**src/design/bal_pkg.sv**
```systemverilog
// Package for the bounded array list engine: sizes, codes and payload types.
`default_nettype none
package bal_pkg;

   localparam int CAPACITY = 16;
   localparam int DATA_W   = 32;
   localparam int POS_W    = 4;
   localparam int COUNT_W  = 5;
   localparam int OP_W     = 3;
   localparam int STATUS_W = 2;

   localparam logic [OP_W-1:0] OP_GET    = 3'd0;
   localparam logic [OP_W-1:0] OP_SET    = 3'd1;
   localparam logic [OP_W-1:0] OP_APPEND = 3'd2;
   localparam logic [OP_W-1:0] OP_INSERT = 3'd3;
   localparam logic [OP_W-1:0] OP_REMOVE = 3'd4;
   localparam logic [OP_W-1:0] OP_CLEAR  = 3'd5;

   localparam logic [STATUS_W-1:0] ST_OK    = 2'd0;
   localparam logic [STATUS_W-1:0] ST_RANGE = 2'd1;
   localparam logic [STATUS_W-1:0] ST_FULL  = 2'd2;

   typedef struct packed {
      logic [OP_W-1:0]          opcode;
      logic [POS_W-1:0]         position;
      logic signed [DATA_W-1:0] value;
   } req_type;

   typedef struct packed {
      logic signed [DATA_W-1:0] read_value;
      logic [COUNT_W-1:0]       count;
      logic [STATUS_W-1:0]      status;
   } rsp_type;

   // Broadcast to every cell; flags are already qualified by request accept and success.
   typedef struct packed {
      logic                     do_set;
      logic                     do_append;
      logic                     do_insert;
      logic                     do_remove;
      logic [POS_W-1:0]         position;
      logic [COUNT_W-1:0]       count;
      logic signed [DATA_W-1:0] value;
   } cell_cmd_type;

endpackage
`default_nettype wire

```
**src/design/bal_cell.sv**
```systemverilog
// One storage cell of the list: holds one element and shifts with its neighbors.
`default_nettype none
module bal_cell (
   input  wire logic                              clock,
   input  wire bal_pkg::cell_cmd_type             cmd,
   input  wire logic [bal_pkg::POS_W-1:0]         cell_index,
   input  wire logic signed [bal_pkg::DATA_W-1:0] lower_data,
   input  wire logic signed [bal_pkg::DATA_W-1:0] upper_data,
   output logic signed [bal_pkg::DATA_W-1:0]      data
);

   logic signed [bal_pkg::DATA_W-1:0] data_ff;
   logic signed [bal_pkg::DATA_W-1:0] data_in;
   logic [bal_pkg::COUNT_W-1:0]       index_ext;

   assign index_ext = bal_pkg::COUNT_W'(cell_index);

   always_comb begin
      data_in = data_ff;
      if (cmd.do_set && cell_index == cmd.position) begin
         data_in = cmd.value;
      end
      if (cmd.do_append && index_ext == cmd.count) begin
         data_in = cmd.value;
      end
      if (cmd.do_insert) begin
         if (cell_index == cmd.position) begin
            data_in = cmd.value;
         end else if (cell_index > cmd.position && index_ext <= cmd.count) begin
            data_in = lower_data;
         end
      end
      if (cmd.do_remove && cell_index >= cmd.position &&
          (index_ext + bal_pkg::COUNT_W'(1)) < cmd.count) begin
         data_in = upper_data;
      end
   end

   always_ff @(posedge clock) begin
      data_ff <= data_in;
   end

   assign data = data_ff;

endmodule
`default_nettype wire

```
**src/design/bounded_array_list_engine.sv**
```systemverilog
// Top level of the bounded array list engine: count, status, cell row and result register.
`default_nettype none
// The list lives in a row of 16 register cells that all shift in the same cycle, so
// every operation (get, set, append, insert, remove, clear) finishes in the cycle it
// is accepted and its result appears in the output register on the next edge. One
// request is taken per clock whenever the output register is empty or being drained
// in that cycle; the rate is set by the cell update and the result register.
module bounded_array_list_engine (
   input  wire logic             clock,
   input  wire logic             reset,
   input  wire logic             req_valid,
   output logic                  req_ready,
   input  wire bal_pkg::req_type req_payload,
   output logic                  rsp_valid,
   input  wire logic             rsp_ready,
   output bal_pkg::rsp_type      rsp_payload
);

   logic                          rsp_valid_ff;
   logic                          rsp_valid_in;
   bal_pkg::rsp_type              rsp_ff;
   bal_pkg::rsp_type              rsp_in;
   logic [bal_pkg::COUNT_W-1:0]   count_ff;
   logic [bal_pkg::COUNT_W-1:0]   count_in;
   logic                          req_fire;
   logic                          in_range;
   logic                          full;
   bal_pkg::cell_cmd_type         cmd;
   logic signed [bal_pkg::DATA_W-1:0] cell_data [bal_pkg::CAPACITY];

   assign req_ready = !rsp_valid_ff || rsp_ready;
   assign req_fire  = req_valid && req_ready;
   assign in_range  = bal_pkg::COUNT_W'(req_payload.position) < count_ff;
   assign full      = count_ff >= bal_pkg::COUNT_W'(bal_pkg::CAPACITY);

   always_comb begin
      cmd           = '0;
      cmd.position  = req_payload.position;
      cmd.count     = count_ff;
      cmd.value     = req_payload.value;
      count_in      = count_ff;
      rsp_in        = rsp_ff;
      if (req_fire) begin
         rsp_in.read_value = '0;
         rsp_in.status     = bal_pkg::ST_OK;
         case (req_payload.opcode)
            bal_pkg::OP_GET: begin
               if (in_range) begin
                  rsp_in.read_value = cell_data[req_payload.position];
               end else begin
                  rsp_in.status = bal_pkg::ST_RANGE;
               end
            end
            bal_pkg::OP_SET: begin
               if (in_range) begin
                  cmd.do_set = 1'b1;
               end else begin
                  rsp_in.status = bal_pkg::ST_RANGE;
               end
            end
            bal_pkg::OP_APPEND: begin
               if (full) begin
                  rsp_in.status = bal_pkg::ST_FULL;
               end else begin
                  cmd.do_append = 1'b1;
                  count_in      = count_ff + bal_pkg::COUNT_W'(1);
               end
            end
            bal_pkg::OP_INSERT: begin
               if (!in_range) begin
                  rsp_in.status = bal_pkg::ST_RANGE;
               end else if (full) begin
                  rsp_in.status = bal_pkg::ST_FULL;
               end else begin
                  cmd.do_insert = 1'b1;
                  count_in      = count_ff + bal_pkg::COUNT_W'(1);
               end
            end
            bal_pkg::OP_REMOVE: begin
               if (in_range) begin
                  rsp_in.read_value = cell_data[req_payload.position];
                  cmd.do_remove     = 1'b1;
                  count_in          = count_ff - bal_pkg::COUNT_W'(1);
               end else begin
                  rsp_in.status = bal_pkg::ST_RANGE;
               end
            end
            bal_pkg::OP_CLEAR: begin
               count_in = '0;
            end
            default: begin
            end
         endcase
         rsp_in.count = count_in;
      end
   end

   assign rsp_valid_in = req_fire || (rsp_valid_ff && !rsp_ready);

   genvar gi;
   generate
      for (gi = 0; gi < bal_pkg::CAPACITY; gi++) begin : g_cell
         localparam int LO = (gi == 0) ? 0 : gi - 1;
         localparam int HI = (gi == bal_pkg::CAPACITY - 1) ? gi : gi + 1;
         bal_cell u_cell (
            .clock      (clock),
            .cmd        (cmd),
            .cell_index (bal_pkg::POS_W'(gi)),
            .lower_data (cell_data[LO]),
            .upper_data (cell_data[HI]),
            .data       (cell_data[gi])
         );
      end
   endgenerate

   always_ff @(posedge clock) begin
      if (reset) begin
         rsp_valid_ff <= 1'b0;
         count_ff     <= '0;
      end else begin
         rsp_valid_ff <= rsp_valid_in;
         count_ff     <= count_in;
      end
      rsp_ff <= rsp_in;
   end

   assign rsp_valid   = rsp_valid_ff;
   assign rsp_payload = rsp_ff;

`ifndef ASSERT_OFF
   a_count_bound: assert property (@(posedge clock) disable iff (reset)
      count_ff <= bal_pkg::COUNT_W'(bal_pkg::CAPACITY))
      else $error("live count above capacity");

   a_rsp_count: assert property (@(posedge clock) disable iff (reset)
      req_fire |=> rsp_valid_ff && rsp_ff.count == count_ff)
      else $error("result count differs from live count");

   a_append_grow: assert property (@(posedge clock) disable iff (reset)
      req_fire && req_payload.opcode == bal_pkg::OP_APPEND && !full
      |=> count_ff == $past(count_ff) + bal_pkg::COUNT_W'(1))
      else $error("append did not grow the list");

   a_full_status: assert property (@(posedge clock) disable iff (reset)
      rsp_valid_ff && rsp_ff.status == bal_pkg::ST_FULL
      |-> rsp_ff.count == bal_pkg::COUNT_W'(bal_pkg::CAPACITY))
      else $error("full status with spare room");
`endif

endmodule
`default_nettype wire
```
**config.mk**
```make
export PLATFORM = sky130hd
export DESIGN_NAME = bounded_array_list_engine
export DESIGN_NICKNAME = d
export VERILOG_FILES = /design/src/design/bal_pkg.sv /design/src/design/bal_cell.sv /design/src/design/bounded_array_list_engine.sv
export SDC_FILE = /design/constraint.sdc
export NUM_CORES = 2
export LEC_CHECK = 0
export BUFFER_PORTS_ARGS = -buffer_cell sky130_fd_sc_hd__buf_2
export CAP_MARGIN = 20
export CORE_ASPECT_RATIO = 1.1
export CORE_UTILIZATION = 25
export DETAILED_ROUTE_END_ITERATION = 12
export GPL_TIMING_DRIVEN = 1
export PLACE_DENSITY = 0.44
export SETUP_SLACK_MARGIN = 0.02
export SLEW_MARGIN = 20
export SYNTH_ARGS = -nofsm -noshare
export SYNTH_HDL_FRONTEND = slang
export SYNTH_SLANG_ARGS = --single-unit
```
**constraint.sdc**
```tcl
create_clock -name clock -period 3.7 [get_ports clock]
set_clock_uncertainty 0.05 [all_clocks]
set_input_delay 0.37 -clock clock [delete_from_list [all_inputs] [get_ports clock]]
set_output_delay 0.37 -clock clock [all_outputs]
set_load 0.005 [all_outputs]
```
* Yosys cells after proc, flatten, opt, wreduce, memory -nomap -nowiden *
Index checks and enable logic that the tools add are counted.

operators by class
  order comparisons = 67
  reductions and logical operators = 92
  bitwise operators = 1
  add/subtract/negate cells = 2
  eq/ne operators = 36
  mux-type cells = 114

operator list
  kind                                                          number
  two-way mux 32 bit                                            97
  binary-select mux 32 bit (select 4 bit)                       1
  logical AND 1 bit                                             82
  equality test 4 x 5 -> 1 bit, first input constant            8
  <= comparator 4 x 5 -> 1 bit, first input constant            8
  < comparator 4 x 5 -> 1 bit, first input constant             8
  equality test 4 bit, first input constant                     8
  >= comparator 4 bit, first input constant                     8
  greater-than comparator 4 bit, first input constant           8
  equality test 3 x 5 -> 1 bit, first input constant            4
  <= comparator 3 x 5 -> 1 bit, first input constant            4
  < comparator 3 x 5 -> 1 bit, first input constant             4
  case mux 5 bit (4 select lines)                               1
  equality test 3 x 4 -> 1 bit, first input constant            4
  >= comparator 3 x 4 -> 1 bit, first input constant            4
  greater-than comparator 3 x 4 -> 1 bit, first input constant  4
  two-way mux 5 bit                                             3
  equality test 2 x 5 -> 1 bit, first input constant            2
  >= comparator 5 bit, second input constant                    2
  <= comparator 1 x 5 -> 1 bit, first input constant            2
  <= comparator 2 x 5 -> 1 bit, first input constant            2
  < comparator 2 x 5 -> 1 bit, first input constant             2
  equality test 2 x 4 -> 1 bit, first input constant            2
  >= comparator 1 x 4 -> 1 bit, first input constant            2
  other kinds (27)                                              42

word-level totals
  logic and storage cells = 333
  output and inout port bits = 41
  register bits after elaboration = 557

* Depth between registers and ports, before layout *
  depth in word-level cells = 12
  depth in mapped cells = 14
  depth with buffers taken out = 8

* Modules after synthesis *
Synthesis repeated with hierarchy kept, for this count alone.

second synthesis, totals
  cells, all modules = 6411
  area, all modules = 59443.3 µm²

by module, submodules not included
  module                            area each (µm²)  instances  cells each
  bal_cell at g_cell[0].u_cell ...  3318.2           13         372
  bal_cell at g_cell[2].u_cell ...  3314.4           2          372
  bounded_array_list_engine         6354.8           1          459
  bal_cell at g_cell[12].u_cell     3323.2           1          372

* Worst setup path after synthesis *
Ideal clock, no wire load.

  kind = register -> register
  start point = register count_ff[1] in the netlist's numbering
  end point = register g_cell[15].u_cell.data_ff (netlist bit g_cell[15].u_cell.data[0]), enable pin
  arrival time = 2.972 ns
  cell stages (with the launch flop) = 9
  period minus slack after synthesis = 3.589 ns
  setup slack = 0.111 ns
  setup time = 0.568 ns
  path through = dfxtp_1 > clkbuf_1 > clkbuf_1 > inv_1 > ha_1 > a2111o_1 > a21oi_1 > buf_4 > o211ai_1

between the ends
  word-level cells in the longest chain between the ends = 6
  elaborated cells on any way between the ends = 7
  those cells by class = order compare (2); mux (3); reduce/logical (2)

RTL lines
  item                         line                              source
  from (decl)                  bounded_array_list_engine.sv:23   logic [bal_pkg::COUNT_W-1:0] count_ff;
  from (signal assigned)       bounded_array_list_engine.sv:122  count_ff <= count_in;
  < comparator 4 x 5 -> 1 bit  bounded_array_list_engine.sv:33   assign in_range = bal_pkg::COUNT_W'(req_payload.position) < count_ff;
  two-way mux 1 bit            bounded_array_list_engine.sv:80   if (in_range) begin
  two-way mux 1 bit            bounded_array_list_engine.sv:46   case (req_payload.opcode)
  two-way mux 4 bit            bounded_array_list_engine.sv:43   if (req_fire) begin
  logical AND 1 bit            bal_cell.sv:33                    if (cmd.do_remove && cell_index >= cmd.position &&
  logical AND 1 bit *          bal_cell.sv:33
  to (signal assigned)         bal_cell.sv:40                    data_ff <= data_in;
  to (decl)                    bal_cell.sv:12                    logic signed [bal_pkg::DATA_W-1:0] data_ff;

Mark *: on every way between the ends. The rest lies on a longest branch, timed or not.
A chain may end at the register's enable or synchronous reset.

* Worst setup path after layout *
  start point = register count_ff[1] in the netlist's numbering
  end point = register g_cell[15].u_cell.data_ff (netlist bit g_cell[15].u_cell.data[1]) (data pin)

between the ends
  word-level cells in the longest chain between the ends = 10
  elaborated cells on any way between the ends = 19
  those cells by class = order compare (3); eq/ne (1); mux (12); reduce/logical (3)

RTL lines
  item                         line                             source
  < comparator 4 x 5 -> 1 bit  bounded_array_list_engine.sv:33
  two-way mux 1 bit            bounded_array_list_engine.sv:55  if (in_range) begin
  two-way mux 1 bit            bounded_array_list_engine.sv:46
  two-way mux 4 bit            bounded_array_list_engine.sv:43
  logical AND 1 bit            bal_cell.sv:20                   if (cmd.do_set && cell_index == cmd.position) begin
  two-way mux 32 bit           bal_cell.sv:20
  two-way mux 32 bit           bal_cell.sv:23                   if (cmd.do_append && index_ext == cmd.count) begin
  two-way mux 32 bit           bal_cell.sv:29                   end else if (cell_index > cmd.position && index_ext <= cmd.count) begin
  two-way mux 32 bit           bal_cell.sv:27                   if (cell_index == cmd.position) begin
  two-way mux 32 bit *         bal_cell.sv:26                   if (cmd.do_insert) begin

Marks and branches as above.

==> flow_metrics.tcl <==
set metrics [dict create \
    drive_above_1_share 0.159 \
    yosysSeqAreaShare 0.327 \
    coreArea_um2 144000 \
    vdd_drop_max_uv 301 \
    die_h_um 402 \
    firstDrtPassIters 6 \
    cp_top_family "simple AND/OR/NAND/NOR gates" \
    critPathArrivalTime_ns 3.57 \
    min_to "rsp_valid" \
    cts_root_buf "clkbuf_16" \
    drt-vias-per-instance 5.73 \
    htree_levels 3 \
    fmax_ghz 0.312 \
    drv_slew 0 \
    drc 0 \
    die_area_um2 147000 \
    routed_wl_um 151000 \
    hpwl_um 110000 \
    grt_pass1_wl_um 228000 \
    r2r_slack_ns 0.49 \
    grt_overflow_total 0 \
    start_util 0.252 \
    synth-async-reset-ratio 0 \
    outcome "finished, final reports clean" \
    worstPathRequired_ns 4.06 \
    initialDrtViolationCount 2970 \
    final_common_cell "dfxtp_1" \
    ys_types 86 \
    antenna_found_initial 19 \
    reg2reg_from "count_ff[1]" \
    crit_top_cell "buf_4" \
    die_x_um 365 \
    start_kind "flip-flop" \
    mostFrequentLayoutCells "486 x dfxtp_1, 371 x nand2_1, 316 x mux2i_1" \
    nFillCells 15100 \
    syn_inst 4082 \
    cts_tree "done" \
    path_buf_inv 4 \
    crit_cells 11 \
    grt_max_degree 78 \
    port-buffer-count 83 \
    slew_headroom 0.266 \
    clock_latency_ns 0.65 \
    crit_slowest_cell "or4_1" \
    setup_viol 0 \
    synth_area_um2 36300 \
    hold_path_class "in -> reg" \
    cts_sinks 557 \
    grt_pass1_vias 32300 \
    syn_nets 4133 \
    critical_path_class "reg -> reg" \
    final.period_utilization 0.868 \
    fin_crit_ns 3.21 \
    wl_per_cell_um 25.6 \
    track_usage 0.201 \
    powerDensity_nw_per_um2 512 \
    ant_nets 0 \
    crit_path_end_kind "flip-flop" \
    cts_max_path_buffers 3 \
    gp_congestion 0.839 \
    rows 146 \
    ys_warn_count 0 \
    maxCapViolCount 0 \
    pin_count 84 \
    tns_ns 0 \
    syn_to_final_growth_pct 13.6 \
    p_total_mw 21.1 \
    worst_pin_slew_ns 1.10 \
    cts_setup_buffers 0 \
    cts_inserted_buffers 69 \
    synth-seq-cells 557 \
    synth_ff_type "dfxtp_1" \
    cts_hold_buffers 1 \
    clk_pin_slew_worst_paths_ns 0.06 \
    min_from "req_valid" \
    whs_ns 0.113 \
    critPathMaxStageDelay_ns 0.48 \
    fin_nets 3963 \
    vias 33800 \
    reg2reg_to "g_cell[15].u_cell.data[1]" \
    final_hold_viol_count 0 \
    synth_edf_count 71 \
    cp_cell_sequence "inv_1 > buf_4 > ha_1 > nor4b_1 > a22oi_1 > buf_4 > nor2_2 > nand2_4 > buf_12 > or4_1 > and3_1" \
    rsz0062_at_grt "false" \
    cts_resized 0 \
    leakage_nw 14.7 \
    cp_max_fo 24 \
    avgSynthCellArea_um2 8.90 \
    ff2ff_path_depth 11 \
    hold_path_depth 3 \
]
==> state kept, by name, indices dropped and copies added (netlist names) <==
register            flops
rsp_valid               1
rsp_payload            39
g_cell.u_cell.data    512
count_ff                5
==> worst max path at each step <==
stage                                from                    endpoint  slack [ns]
final                         count_ff[1]   g_cell[15].u_cell.data[1]        0.49
after global routing          count_ff[1]  g_cell[12].u_cell.data[22]        0.37
after CTS                     count_ff[1]   g_cell[15].u_cell.data[1]        0.47
after detailed placement  req_payload[33]   g_cell[1].u_cell.data[23]        0.38
after global placement    req_payload[33]   g_cell[1].u_cell.data[23]        0.41
after floorplan               count_ff[1]   g_cell[15].u_cell.data[0]        0.11
==> cell type report <==
cell class / instances / area [um2] / area share
antenna: 3 / 7.51 / 0.000182
sequential: 557 / 11900 / 0.288
clock buffer: 109 / 2030 / 0.0492
inverter: 24 / 90.1 / 0.00218
clock inverter: 13 / 145 / 0.00352
timing repair buffer: 265 / 2150 / 0.0522
multi-input combinational: 2995 / 22500 / 0.547
tap: 1924 / 2410 / 0.0584
==> cell usage after synthesis (all sizes together), types with 36 or more instances <==
cell	count	share of area
o22a	74	0.018
o21ai	204	0.029
mux2i	316	0.087
a221o	76	0.021
nor2	328	0.034
o21a	39	0.0081
mux4	128	0.079
edfxtp	71	0.059
clkbuf	378	0.039
o221ai	138	0.033
a21o	36	0.0074
buf	128	0.020
a21oi	193	0.027
and3	57	0.0098
mux2	99	0.031
a221oi	104	0.026
dfxtp	486	0.27
nand2	373	0.039
nand3	53	0.0074
o22ai	140	0.024
a22oi	220	0.045
a31oi	113	0.020
==> through the flow <==
stage,cells,utilization,worst slack (ns),instance area [um2]
after global placement,5764,0.271,0.409,39100
after floorplan,4082,-,0.111,36300
final,5890,0.286,0.490,41200
after CTS,5887,0.286,0.471,41200
after global routing,5887,0.286,0.371,41200
after detailed placement,5764,0.271,0.377,39100
==> tightest hold or removal path, delay by kind of cell <==
family	cells	cell delay, ns
buffers and inverters	2	0.30
AO/OA/AOI/OAI	1	0.08
==> where the power goes <==
group	internal, mW	leakage, nW	switching (mW)	total (mW)
Sequential	7.73	4.76	1.86	9.59
Clock	3.80	1.06	3.00	6.80
Combinational	2.44	8.86	2.28	4.72
Total	14.0	14.7	7.14	21.1
==> cells by family (layout without fill, tap and decap cells) <==
family	Yosys count	after routing	synth area share
fa+ha+maj	8	8	0.00276
simple gates	950	950	0.116
flops	557	557	0.327
buf+inv	530	411	0.0613
mux	543	543	0.197
other cells	0	3	0
compound gates	1494	1494	0.296
==> routing by layer <==
metal  share of wire  wire length, um  vias up  global-route usage
li1                -                -    15500                   -
met1            0.46            68700    16800               0.280
met2            0.46            69500     1190               0.319
met3           0.058             8810      206              0.0298
met4           0.024             3600       14              0.0542
met5         0.00064               96        -                   0
(Power assumes the default switching activity.)
